[src/rtl/core/psg_pkg.sv]
package psg_pkg;

   localparam int NUM_SENS   = 9;
   localparam int CFG_DIST_W = 10;
   localparam int SCALE_W    = 9;
   localparam int CSR_ADDR_W = 5;
   localparam int CSR_DATA_W = 32;
   localparam int LEVEL_W    = 2;

   localparam logic [LEVEL_W-1:0] LVL_OK     = 2'd0;
   localparam logic [LEVEL_W-1:0] LVL_WARN   = 2'd1;
   localparam logic [LEVEL_W-1:0] LVL_DANGER = 2'd2;

   localparam logic [1:0] ACT_OK     = 2'd0;
   localparam logic [1:0] ACT_WARN   = 2'd1;
   localparam logic [1:0] ACT_DANGER = 2'd2;
   localparam logic [1:0] ACT_HOLD   = 2'd3;

   localparam logic [SCALE_W-1:0] SCALE_ONE       = 9'd256;
   localparam logic [SCALE_W-1:0] SCALE_HALF      = 9'd128;
   localparam logic [SCALE_W-1:0] SCALE_FLOOR_MIN = 9'd13;

   localparam logic [2:0] REG_ENABLE   = 3'd0;
   localparam logic [2:0] REG_WARN     = 3'd1;
   localparam logic [2:0] REG_DANGER   = 3'd2;
   localparam logic [2:0] REG_MIN_SCL  = 3'd3;
   localparam logic [2:0] REG_SILENCE  = 3'd4;
   localparam logic [2:0] REG_DISABLED = 3'd5;

   // per-sensor stop distances, in port order rear l/c/r, front r/c/l, head l/r/c
   localparam logic [4:0] SENSOR_THD [NUM_SENS] =
      '{5'd20, 5'd15, 5'd20, 5'd15, 5'd10, 5'd15, 5'd20, 5'd20, 5'd20};
   localparam logic [3:0] FRONT_SEL [3] = '{4'd5, 4'd4, 4'd3};
   localparam logic [3:0] REAR_SEL  [3] = '{4'd0, 4'd1, 4'd2};

   typedef struct packed {
      logic [1:0]            act;
      logic                  need_div;
      logic [SCALE_W-1:0]    raw_scale;
      logic [CFG_DIST_W-1:0] diff;
      logic [CFG_DIST_W-1:0] den;
   } psg_cmd_type;

endpackage

[src/rtl/core/psg_front.sv]
module psg_front #(
   parameter int DIST_BITS = 10
) (
   input  logic                             req_valid,
   output logic                             req_ready,
   input  logic [DIST_BITS-1:0]             sens_dist [psg_pkg::NUM_SENS],
   input  logic                             enable,
   input  logic [psg_pkg::CFG_DIST_W-1:0]   warn_thd,
   input  logic [psg_pkg::CFG_DIST_W-1:0]   danger_thd,
   input  logic [psg_pkg::CFG_DIST_W-1:0]   silence_code,
   input  logic [psg_pkg::CFG_DIST_W-1:0]   disabled_code,
   input  logic                             q_full,
   output logic                             q_push,
   output psg_pkg::psg_cmd_type             cmd,
   output logic [DIST_BITS-1:0]             min_front,
   output logic [DIST_BITS-1:0]             min_rear
);
   import psg_pkg::*;

   localparam int CMP_W = (DIST_BITS > CFG_DIST_W) ? DIST_BITS : CFG_DIST_W;

   logic                  fv, rv, have, danger, sentinel, warn_gt;
   logic [DIST_BITS-1:0]  dmin;
   logic [CMP_W-1:0]      dmin_x;
   logic [CFG_DIST_W-1:0] dmin_c;

   assign req_ready = !q_full;
   assign q_push    = req_valid && !q_full;

   always_comb begin
      min_front = '1;
      min_rear  = '1;
      fv = 1'b0;
      rv = 1'b0;
      for (int i = 0; i < 3; i++) begin
         if (sens_dist[FRONT_SEL[i]] != '0) begin
            fv = 1'b1;
            if (sens_dist[FRONT_SEL[i]] < min_front) min_front = sens_dist[FRONT_SEL[i]];
         end
         if (sens_dist[REAR_SEL[i]] != '0) begin
            rv = 1'b1;
            if (sens_dist[REAR_SEL[i]] < min_rear) min_rear = sens_dist[REAR_SEL[i]];
         end
      end
      danger = 1'b0;
      for (int i = 0; i < NUM_SENS; i++) begin
         if (sens_dist[i] != '0 && sens_dist[i] <= DIST_BITS'(SENSOR_THD[i])) danger = 1'b1;
      end
   end

   assign have     = fv || rv;
   assign dmin     = (min_front < min_rear) ? min_front : min_rear;
   assign dmin_x   = CMP_W'(dmin);
   assign dmin_c   = dmin_x[CFG_DIST_W-1:0];
   assign sentinel = (dmin_x == CMP_W'(silence_code)) || (dmin_x == CMP_W'(disabled_code));
   assign warn_gt  = warn_thd > danger_thd;

   always_comb begin
      cmd.act       = ACT_OK;
      cmd.need_div  = 1'b0;
      cmd.raw_scale = warn_gt ? '0 : SCALE_HALF;
      cmd.diff      = dmin_c - danger_thd;
      cmd.den       = warn_thd - danger_thd;
      if (!enable) begin
         cmd.act = ACT_OK;
      end else if (have && sentinel) begin
         cmd.act = ACT_HOLD;
      end else if (danger) begin
         cmd.act = ACT_DANGER;
      end else if (have && dmin_x <= CMP_W'(warn_thd)) begin
         // dmin fits the threshold width here, so diff is exact
         cmd.act      = ACT_WARN;
         cmd.need_div = warn_gt && (dmin_c > danger_thd);
      end
   end

endmodule

[src/rtl/core/psg_queue.sv]
module psg_queue #(
   parameter int DIST_BITS = 10
) (
   input  logic                  clock,
   input  logic                  reset,
   input  logic                  push,
   input  psg_pkg::psg_cmd_type  push_cmd,
   input  logic [DIST_BITS-1:0]  push_min_front,
   input  logic [DIST_BITS-1:0]  push_min_rear,
   output logic                  full,
   input  logic                  pop,
   output logic                  empty,
   output psg_pkg::psg_cmd_type  head_cmd,
   output logic [DIST_BITS-1:0]  head_min_front,
   output logic [DIST_BITS-1:0]  head_min_rear
);
   import psg_pkg::*;

   psg_cmd_type          cmd_mem   [2];
   logic [DIST_BITS-1:0] front_mem [2];
   logic [DIST_BITS-1:0] rear_mem  [2];
   logic                 wr_ptr_ff, wr_ptr_in, rd_ptr_ff, rd_ptr_in;
   logic [1:0]           count_ff, count_in;

   assign full  = count_ff == 2'd2;
   assign empty = count_ff == 2'd0;

   assign head_cmd       = cmd_mem[rd_ptr_ff];
   assign head_min_front = front_mem[rd_ptr_ff];
   assign head_min_rear  = rear_mem[rd_ptr_ff];

   always_comb begin
      wr_ptr_in = wr_ptr_ff ^ push;
      rd_ptr_in = rd_ptr_ff ^ pop;
      count_in  = count_ff + 2'(push) - 2'(pop);
   end

   always_ff @(posedge clock) begin
      if (reset) begin
         wr_ptr_ff <= 1'b0;
         rd_ptr_ff <= 1'b0;
         count_ff  <= 2'd0;
      end else begin
         wr_ptr_ff <= wr_ptr_in;
         rd_ptr_ff <= rd_ptr_in;
         count_ff  <= count_in;
      end
   end

   always_ff @(posedge clock) begin
      if (push) begin
         cmd_mem[wr_ptr_ff]   <= push_cmd;
         front_mem[wr_ptr_ff] <= push_min_front;
         rear_mem[wr_ptr_ff]  <= push_min_rear;
      end
   end

endmodule

[src/rtl/core/psg_back.sv]
module psg_back #(
   parameter int DIST_BITS = 10
) (
   input  logic                              clock,
   input  logic                              reset,
   input  logic                              q_empty,
   output logic                              q_pop,
   input  psg_pkg::psg_cmd_type              head_cmd,
   input  logic [DIST_BITS-1:0]              head_min_front,
   input  logic [DIST_BITS-1:0]              head_min_rear,
   input  logic [psg_pkg::SCALE_W-1:0]       min_scale,
   output logic                              rsp_valid,
   input  logic                              rsp_ready,
   output logic [psg_pkg::LEVEL_W-1:0]       rsp_safety_state,
   output logic                              rsp_stop_motors,
   output logic                              rsp_apply_scale,
   output logic [psg_pkg::SCALE_W-1:0]       rsp_speed_scale,
   output logic                              rsp_state_changed,
   output logic [DIST_BITS-1:0]              rsp_min_front,
   output logic [DIST_BITS-1:0]              rsp_min_rear
);
   import psg_pkg::*;

   localparam logic [1:0] ST_IDLE = 2'd0;
   localparam logic [1:0] ST_DIV  = 2'd1;
   localparam logic [1:0] ST_DONE = 2'd2;
   localparam logic [3:0] DIV_LAST = 4'(SCALE_W - 1);

   logic [1:0]            state_ff, state_in;
   logic [3:0]            cnt_ff, cnt_in;
   logic [CFG_DIST_W-1:0] rem_ff, rem_in;
   logic                  bit_ff, bit_in;
   logic [SCALE_W-1:0]    quo_ff, quo_in;
   psg_cmd_type           cmd_ff, cmd_in;
   logic [DIST_BITS-1:0]  mf_ff, mf_in, mr_ff, mr_in;
   logic [LEVEL_W-1:0]    level_ff, level_in;
   logic                  valid_ff, valid_in;
   logic                  load;

   logic [CFG_DIST_W:0]   trial;
   logic                  ge;
   logic [SCALE_W-1:0]    scale_clamped;
   logic [LEVEL_W-1:0]    lvl_next;
   logic                  stop_next, apply_next;
   logic [SCALE_W-1:0]    scale_next;

   // output word registers
   logic [LEVEL_W-1:0]    o_state_ff;
   logic                  o_stop_ff, o_apply_ff, o_changed_ff;
   logic [SCALE_W-1:0]    o_scale_ff;
   logic [DIST_BITS-1:0]  o_mf_ff, o_mr_ff;

   assign trial = {rem_ff, bit_ff};
   assign ge    = trial >= {1'b0, cmd_ff.den};

   always_comb begin
      scale_clamped = quo_ff;
      if (scale_clamped < min_scale) scale_clamped = min_scale;
      if (scale_clamped > SCALE_ONE) scale_clamped = SCALE_ONE;
   end

   always_comb begin
      lvl_next   = LVL_OK;
      stop_next  = 1'b0;
      apply_next = 1'b0;
      scale_next = SCALE_ONE;
      case (cmd_ff.act)
         ACT_HOLD:   lvl_next = level_ff;
         ACT_DANGER: begin
            lvl_next  = LVL_DANGER;
            stop_next = 1'b1;
         end
         ACT_WARN: begin
            lvl_next   = LVL_WARN;
            apply_next = 1'b1;
            scale_next = scale_clamped;
         end
         default:    lvl_next = LVL_OK;
      endcase
   end

   assign load = (state_ff == ST_DONE) && (!valid_ff || rsp_ready);

   always_comb begin
      state_in = state_ff;
      cnt_in   = cnt_ff;
      rem_in   = rem_ff;
      bit_in   = bit_ff;
      quo_in   = quo_ff;
      cmd_in   = cmd_ff;
      mf_in    = mf_ff;
      mr_in    = mr_ff;
      level_in = level_ff;
      valid_in = valid_ff && !rsp_ready;
      q_pop    = 1'b0;
      unique case (state_ff)
         ST_IDLE: begin
            if (!q_empty) begin
               q_pop  = 1'b1;
               cmd_in = head_cmd;
               mf_in  = head_min_front;
               mr_in  = head_min_rear;
               // quotient of (diff << 8) / den, first partial remainder is diff >> 1
               rem_in = {1'b0, head_cmd.diff[CFG_DIST_W-1:1]};
               bit_in = head_cmd.diff[0];
               cnt_in = '0;
               quo_in = head_cmd.raw_scale;
               state_in = (head_cmd.act == ACT_WARN && head_cmd.need_div) ? ST_DIV : ST_DONE;
            end
         end
         ST_DIV: begin
            rem_in = ge ? CFG_DIST_W'(trial - {1'b0, cmd_ff.den})
                        : trial[CFG_DIST_W-1:0];
            bit_in = 1'b0;
            quo_in = {quo_ff[SCALE_W-2:0], ge};
            cnt_in = cnt_ff + 4'd1;
            if (cnt_ff == DIV_LAST) state_in = ST_DONE;
         end
         ST_DONE: begin
            if (load) begin
               level_in = lvl_next;
               valid_in = 1'b1;
               state_in = ST_IDLE;
            end
         end
         default: state_in = ST_IDLE;
      endcase
   end

   always_ff @(posedge clock) begin
      if (reset) begin
         state_ff <= ST_IDLE;
         level_ff <= LVL_OK;
         valid_ff <= 1'b0;
      end else begin
         state_ff <= state_in;
         level_ff <= level_in;
         valid_ff <= valid_in;
      end
   end

   always_ff @(posedge clock) begin
      cnt_ff <= cnt_in;
      rem_ff <= rem_in;
      bit_ff <= bit_in;
      quo_ff <= quo_in;
      cmd_ff <= cmd_in;
      mf_ff  <= mf_in;
      mr_ff  <= mr_in;
      if (load) begin
         o_state_ff   <= lvl_next;
         o_stop_ff    <= stop_next;
         o_apply_ff   <= apply_next;
         o_scale_ff   <= scale_next;
         o_changed_ff <= lvl_next != level_ff;
         o_mf_ff      <= mf_ff;
         o_mr_ff      <= mr_ff;
      end
   end

   assign rsp_valid         = valid_ff;
   assign rsp_safety_state  = o_state_ff;
   assign rsp_stop_motors   = o_stop_ff;
   assign rsp_apply_scale   = o_apply_ff;
   assign rsp_speed_scale   = o_scale_ff;
   assign rsp_state_changed = o_changed_ff;
   assign rsp_min_front     = o_mf_ff;
   assign rsp_min_rear      = o_mr_ff;

endmodule

[src/rtl/core/proximity_speed_guard.sv]
// Motion safety guard for nine ultrasonic distances. A front stage takes one
// distance word per cycle while its two-entry queue has room, finds the
// nearest front and rear readings and classifies the word (ignore, ok, warn,
// danger). A back stage turns each queued word into one result word; a warn
// word whose speed scale needs the 9-step restoring divider passes through it,
// which sets the sustained rate for warn traffic. Results wait in an output
// register, so the front keeps accepting words while a result is stalled,
// until its queue fills. Register writes are expected only while idle.
module proximity_speed_guard #(
   parameter int DIST_BITS = 10
) (
   input  logic                             clock,
   input  logic                             reset,
   input  logic                             req_valid,
   output logic                             req_ready,
   input  logic [DIST_BITS-1:0]             req_dist_rear_left,
   input  logic [DIST_BITS-1:0]             req_dist_rear_center,
   input  logic [DIST_BITS-1:0]             req_dist_rear_right,
   input  logic [DIST_BITS-1:0]             req_dist_front_right,
   input  logic [DIST_BITS-1:0]             req_dist_front_center,
   input  logic [DIST_BITS-1:0]             req_dist_front_left,
   input  logic [DIST_BITS-1:0]             req_dist_head_left,
   input  logic [DIST_BITS-1:0]             req_dist_head_right,
   input  logic [DIST_BITS-1:0]             req_dist_head_center,
   output logic                             rsp_valid,
   input  logic                             rsp_ready,
   output logic [psg_pkg::LEVEL_W-1:0]      rsp_safety_state,
   output logic                             rsp_stop_motors,
   output logic                             rsp_apply_scale,
   output logic [psg_pkg::SCALE_W-1:0]      rsp_speed_scale,
   output logic                             rsp_state_changed,
   output logic [DIST_BITS-1:0]             rsp_min_front,
   output logic [DIST_BITS-1:0]             rsp_min_rear,
   input  logic                             psel,
   input  logic                             penable,
   input  logic                             pwrite,
   input  logic [psg_pkg::CSR_ADDR_W-1:0]   paddr,
   input  logic [psg_pkg::CSR_DATA_W-1:0]   pwdata,
   output logic [psg_pkg::CSR_DATA_W-1:0]   prdata,
   output logic                             pready
);
   import psg_pkg::*;

   logic                  enable_ff;
   logic [CFG_DIST_W-1:0] warn_ff, danger_ff, silence_ff, disabled_ff;
   logic [SCALE_W-1:0]    min_scale_ff, min_scale_in;
   logic                  csr_wr;
   logic [2:0]            csr_idx;

   logic [DIST_BITS-1:0]  sens_dist [NUM_SENS];
   logic                  q_full, q_empty, q_push, q_pop;
   psg_cmd_type           push_cmd, head_cmd;
   logic [DIST_BITS-1:0]  push_mf, push_mr, head_mf, head_mr;

   assign pready  = 1'b1;
   assign csr_wr  = psel && penable && pwrite && pready;
   assign csr_idx = paddr[CSR_ADDR_W-1:2];

   always_comb begin
      min_scale_in = pwdata[SCALE_W-1:0];
      if (min_scale_in < SCALE_FLOOR_MIN) min_scale_in = SCALE_FLOOR_MIN;
      if (min_scale_in > SCALE_ONE) min_scale_in = SCALE_ONE;
   end

   always_ff @(posedge clock) begin
      if (reset) begin
         enable_ff    <= 1'b1;
         warn_ff      <= 10'd20;
         danger_ff    <= 10'd10;
         min_scale_ff <= SCALE_ONE;
         silence_ff   <= 10'd1023;
         disabled_ff  <= 10'd1022;
      end else if (csr_wr) begin
         case (csr_idx)
            REG_ENABLE:   enable_ff    <= pwdata[0];
            REG_WARN:     warn_ff      <= pwdata[CFG_DIST_W-1:0];
            REG_DANGER:   danger_ff    <= pwdata[CFG_DIST_W-1:0];
            REG_MIN_SCL:  min_scale_ff <= min_scale_in;
            REG_SILENCE:  silence_ff   <= pwdata[CFG_DIST_W-1:0];
            REG_DISABLED: disabled_ff  <= pwdata[CFG_DIST_W-1:0];
            default: ;
         endcase
      end
   end

   always_comb begin
      unique case (csr_idx)
         REG_ENABLE:   prdata = CSR_DATA_W'(enable_ff);
         REG_WARN:     prdata = CSR_DATA_W'(warn_ff);
         REG_DANGER:   prdata = CSR_DATA_W'(danger_ff);
         REG_MIN_SCL:  prdata = CSR_DATA_W'(min_scale_ff);
         REG_SILENCE:  prdata = CSR_DATA_W'(silence_ff);
         REG_DISABLED: prdata = CSR_DATA_W'(disabled_ff);
         default:      prdata = '0;
      endcase
   end

   assign sens_dist[0] = req_dist_rear_left;
   assign sens_dist[1] = req_dist_rear_center;
   assign sens_dist[2] = req_dist_rear_right;
   assign sens_dist[3] = req_dist_front_right;
   assign sens_dist[4] = req_dist_front_center;
   assign sens_dist[5] = req_dist_front_left;
   assign sens_dist[6] = req_dist_head_left;
   assign sens_dist[7] = req_dist_head_right;
   assign sens_dist[8] = req_dist_head_center;

   psg_front #(.DIST_BITS(DIST_BITS)) u_front (
      .req_valid     (req_valid),
      .req_ready     (req_ready),
      .sens_dist     (sens_dist),
      .enable        (enable_ff),
      .warn_thd      (warn_ff),
      .danger_thd    (danger_ff),
      .silence_code  (silence_ff),
      .disabled_code (disabled_ff),
      .q_full        (q_full),
      .q_push        (q_push),
      .cmd           (push_cmd),
      .min_front     (push_mf),
      .min_rear      (push_mr)
   );

   psg_queue #(.DIST_BITS(DIST_BITS)) u_queue (
      .clock          (clock),
      .reset          (reset),
      .push           (q_push),
      .push_cmd       (push_cmd),
      .push_min_front (push_mf),
      .push_min_rear  (push_mr),
      .full           (q_full),
      .pop            (q_pop),
      .empty          (q_empty),
      .head_cmd       (head_cmd),
      .head_min_front (head_mf),
      .head_min_rear  (head_mr)
   );

   psg_back #(.DIST_BITS(DIST_BITS)) u_back (
      .clock             (clock),
      .reset             (reset),
      .q_empty           (q_empty),
      .q_pop             (q_pop),
      .head_cmd          (head_cmd),
      .head_min_front    (head_mf),
      .head_min_rear     (head_mr),
      .min_scale         (min_scale_ff),
      .rsp_valid         (rsp_valid),
      .rsp_ready         (rsp_ready),
      .rsp_safety_state  (rsp_safety_state),
      .rsp_stop_motors   (rsp_stop_motors),
      .rsp_apply_scale   (rsp_apply_scale),
      .rsp_speed_scale   (rsp_speed_scale),
      .rsp_state_changed (rsp_state_changed),
      .rsp_min_front     (rsp_min_front),
      .rsp_min_rear      (rsp_min_rear)
   );

   a_stop_is_danger: assert property (@(posedge clock) disable iff (reset)
      rsp_valid && rsp_stop_motors |-> rsp_safety_state == LVL_DANGER)
      else $error("motor stop without danger state");

   a_idle_scale_full: assert property (@(posedge clock) disable iff (reset)
      rsp_valid && !rsp_apply_scale |-> rsp_speed_scale == SCALE_ONE)
      else $error("speed scale not full speed outside warn");

   a_warn_scale_floor: assert property (@(posedge clock) disable iff (reset)
      rsp_valid && rsp_apply_scale |->
         rsp_safety_state == LVL_WARN && rsp_speed_scale >= min_scale_ff)
      else $error("warn scale below floor or outside warn state");

endmodule

[config.mk]
export PLATFORM = sky130hd
export DESIGN_NAME = proximity_speed_guard
export DESIGN_NICKNAME = d
export VERILOG_FILES = /design/src/rtl/core/psg_pkg.sv /design/src/rtl/core/psg_front.sv /design/src/rtl/core/psg_queue.sv /design/src/rtl/core/psg_back.sv /design/src/rtl/core/proximity_speed_guard.sv
export SDC_FILE = /design/constraint.sdc
export NUM_CORES = 1
export LEC_CHECK = 0
export BUFFER_PORTS_ARGS = -buffer_cell sky130_fd_sc_hd__buf_2
export CAP_MARGIN = 10
export CORE_MARGIN = 4
export CORE_UTILIZATION = 56
export CTS_CLUSTER_SIZE = 12
export DETAILED_ROUTE_END_ITERATION = 6
export GPL_ROUTABILITY_DRIVEN = 1
export PLACE_DENSITY = 0.79
export SLEW_MARGIN = 20
export SYNTH_ARGS = -nofsm -noshare
export SYNTH_HDL_FRONTEND = slang
export SYNTH_SLANG_ARGS = --single-unit
export TNS_END_PERCENT = 30
[constraint.sdc]
create_clock -name clock -period 26.2 [get_ports clock]
set_clock_uncertainty 0.2 [all_clocks]
set_input_delay 3.93 -clock clock [delete_from_list [all_inputs] [get_ports clock]]
set_output_delay 3.93 -clock clock [all_outputs]
set_load 0.01 [all_outputs]
==> impl_metrics.csv <==
group,metric,value,unit
outcome,status,"finished, final reports clean",
global_route,gr-total-overflow,0,
place,place_inst,1720,
route,via_count,10333,
place,io_buffers,155,
route,firstDrtPassIters,5,
cts,root_buffer,"clkbuf_16",
synth,yosysSeqAreaShare,47.8,%
die,dieArea,26900,um^2
timing,fin_crit_sh,54.3,%
cts,post-cts-setup-buffers,0,
synth,synth_top_area_share,39.2,%
global_route,grt_util_all_layers,23.5,%
timing,clock.fmax,70.3,MHz
setup_path,end_kind,"register",
synth,synth_area_leaders,"edfxtp_1 (39%), dfxtp_1 (8.7%), ha_1 (8.4%), mux2i_1 (3.3%), a21oi_1 (3.0%)",
timing,setup_tns,0,ns
setup_path,worstPathMaxFanout,23,
flow_run,maxCapViolCount,0,
timing,fin_crit,14.23,ns
setup_path,cp_slowest_cell,"and2_1",
global_route,grt_pass1_vias,10074,
global_route,grt_pass1_wl,50.8,mm
timing,rsz0062_at_grt,"no",
cts,cts_sinks,237,
route,wl_met2,15.0,mm
route,drt_wl_total,32.1,mm
cells_and_area,fillers,1835,
setup_path,crit_type,"in2reg",
timing,maxSlewViolCount,0,
synth,synth.distinct_cells,77,
route,m1WireLength,14.2,mm
power_and_ir_drop,ir_drop,0.0540,mV
timing,hold_viol_final,0,
synth,syn_area,13600,um^2
setup_path,worstPathArrival,14.28,ns
cts,clockBufferDepth,3,
route,drtIter0Drc,785,
cts,cts_buffers,25,
cts,clk-insertion-delay-late,0.53,ns
cells_and_area,area_growth,13.1,%
setup_path,cp_common_cell,"a21o_1",
route,drc,0,
timing,finalSetupViolations,0,
place,dp_hpwl,23.9,mm
cells_and_area,post_layout_nonfiller_instances,1767,
synth,synthCells,1286,
cells_and_area,drive_gt1_share,17.9,%
synth,synth_ff_type,"edfxtp_1",
power_and_ir_drop,powerDensity,94.6,nW/um^2
die,die_h,164,um
setup_path,required,26.25,ns
route,wl_per_cell,18.2,um
timing,worst_slew_pin_slew,1.05,ns
synth,synth_top_cell_by_area,"edfxtp_1",
die,die_w,164,um
global_route,grt_antenna_before_repair,1,
place,place_congestion,0.900,
route,highest_layer,"met5",
setup_path,cpPeakStageDelay,0.63,ns
synth,ys_ff_latch,237,
cells_and_area,fin_nets,1658,
die,core,23800,um^2
route,via_per_inst,5.85,
min_path,hold_class,"reg2reg",
setup_path,crit_buf_inv,3,
setup_path,start_kind,"input pin",
synth,synth_edf_count,178,
cts,cts_tree,"built",
cells_and_area,postLayoutCoreUtil,65.0,%
synth,syn_area_per_cell,10.6,um^2
die,rows,56,
die,ioPinCount,203,
global_route,grt_max_degree,60,
cts,postCtsHoldBufs,0,
route,met3_length,2.03,mm
cts,post_cts_resized,0,
die,initial_core_util,57.4,%
timing,maxSlewHeadroom,30.1,%
power_and_ir_drop,p_leak,6.10,nW
setup_path,crit_family,"simple AND/OR/NAND/NOR gates",
route,ant_nets,0,
cells_and_area,diodes,0,
cts,cts.htree.levels,1,
synth,synth_warnings,0,
synth,async_reset_ff_share,0,%
setup_path,ff2ff_setup_slack,22.64,ns
cts,clkTransAtPathRegs,0.06,ns
power by group:
group / leakage (nW) / internal (mW) / switching [mW] / total, mW
Clock: 0.371 / 0.198 / 0.136 / 0.334
Combinational: 3.58 / 0.210 / 0.318 / 0.528
Sequential: 2.16 / 0.551 / 0.0468 / 0.598
Total: 6.10 / 0.959 / 0.501 / 1.46
routing by layer:
metal	global-route usage [%]	vias up
met2	38.2	359
li1	-	4971
met1	32.8	4941
met5	0	-
met3	3.39	60
met4	7.13	2
registers in the layout (all words and copies together) (netlist names), 4 cells and up:
| name | flops |
|---|---|
| u_back.rsp_min_front | 10 |
| u_back.rem_ff | 10 |
| disabled_ff | 10 |
| u_back.rsp_speed_scale | 9 |
| u_queue.front_mem | 20 |
| u_back.rsp_min_rear | 10 |
| u_back.mr_ff | 10 |
| u_queue.rear_mem | 20 |
| u_back.mf_ff | 10 |
| min_scale_ff | 9 |
| u_back.cnt_ff | 4 |
| u_back.quo_ff | 9 |
| silence_ff | 10 |
| u_back.cmd_ff | 12 |
| u_queue.cmd_mem | 48 |
| warn_ff | 10 |
| danger_ff | 10 |
synthesized netlist by cell type, types with 17 or more instances:
cell and n:
a211oi_1 18, dfxtp_1 59, nand2_1 70, a21o_1 28
nand2b_1 24, clkbuf_1 35, edfxtp_1 178, nor2_1 108
mux2i_1 45, nor2b_1 37, nor4_1 18, nor3_1 22
a21oi_1 81, buf_4 24, o21ai_0 48, xor2_1 33
nand4_1 19, inv_1 92, ha_1 92, mux2_2 34
a211o_1 28, and2_1 17
placed cells by master (no fill, tap or decap), types with 6 or more instances in the layout:
cell type	instances
nand3_1	7
or3_1	6
nor2_1	106
mux2_4	6
nor3b_1	7
clkbuf_1	14
buf_2	154
nor2b_1	36
clkbuf_16	25
nor4_1	18
mux2i_1	45
a211oi_1	18
o21ai_0	48
nand2b_1	24
a21o_1	28
o22ai_1	15
a21oi_1	81
conb_1	23
inv_1	92
o211ai_1	6
mux2_2	34
nand2_1	70
a22oi_1	8
edfxtp_1	178
and2_1	17
or4_1	10
xor2_1	33
dfxtp_1	58
ha_1	90
o21a_1	11
buf_4	10
xnor2_1	13
nor3_1	21
nand4_1	19
a211o_1	28
cell families after synthesis:
logic type | synth area share, %
AOI/OAI and AO/OA | 14.0
DFF | 47.8
xor gates and xnor gates | 2.95
and+or+nand+nor | 14.2
buffers and inverters | 5.26
adders and majority gates | 8.96
other | 0.0550
muxes | 6.77
stage by stage:
step | worst slack [ns] | total power, mW | area, um^2 | hold WS, ns
after floorplan | 13.15 | 0.970 | 13700 | 0.200
after global placement | 11.75 | 1.09 | 14600 | 0.203
after detailed placement | 11.61 | 1.12 | 14600 | 0.205
after CTS | 12.09 | 1.46 | 15400 | 0.209
after global routing | 11.12 | 1.55 | 15400 | 0.218
final | 11.97 | 1.46 | 15400 | 0.209
worst paths after layout:
kind | startpoint | to | depth (start not counted)
min reg2reg | u_back.mf_ff[3] | u_back.rsp_min_front[3] | 0
max | req_dist_front_left[7] | u_queue.cmd_mem[0][28] | 43
min | u_back.mf_ff[3] | u_back.rsp_min_front[3] | 0
max reg2reg | u_back.cmd_ff[1] | u_back.rem_ff[0] | 17
cell type report:
class	instances	area (um^2)	area share, %
Sequential cell	237	6530	42.3
Tap cell	319	399	2.59
Clock inverter	7	91.3	0.592
Multi-Input combinational cell	908	6520	42.3
Inverter	92	345	2.24
Timing Repair Buffer	165	873	5.66
Clock buffer	39	678	4.39
Power figures use the tool's default switching activity.
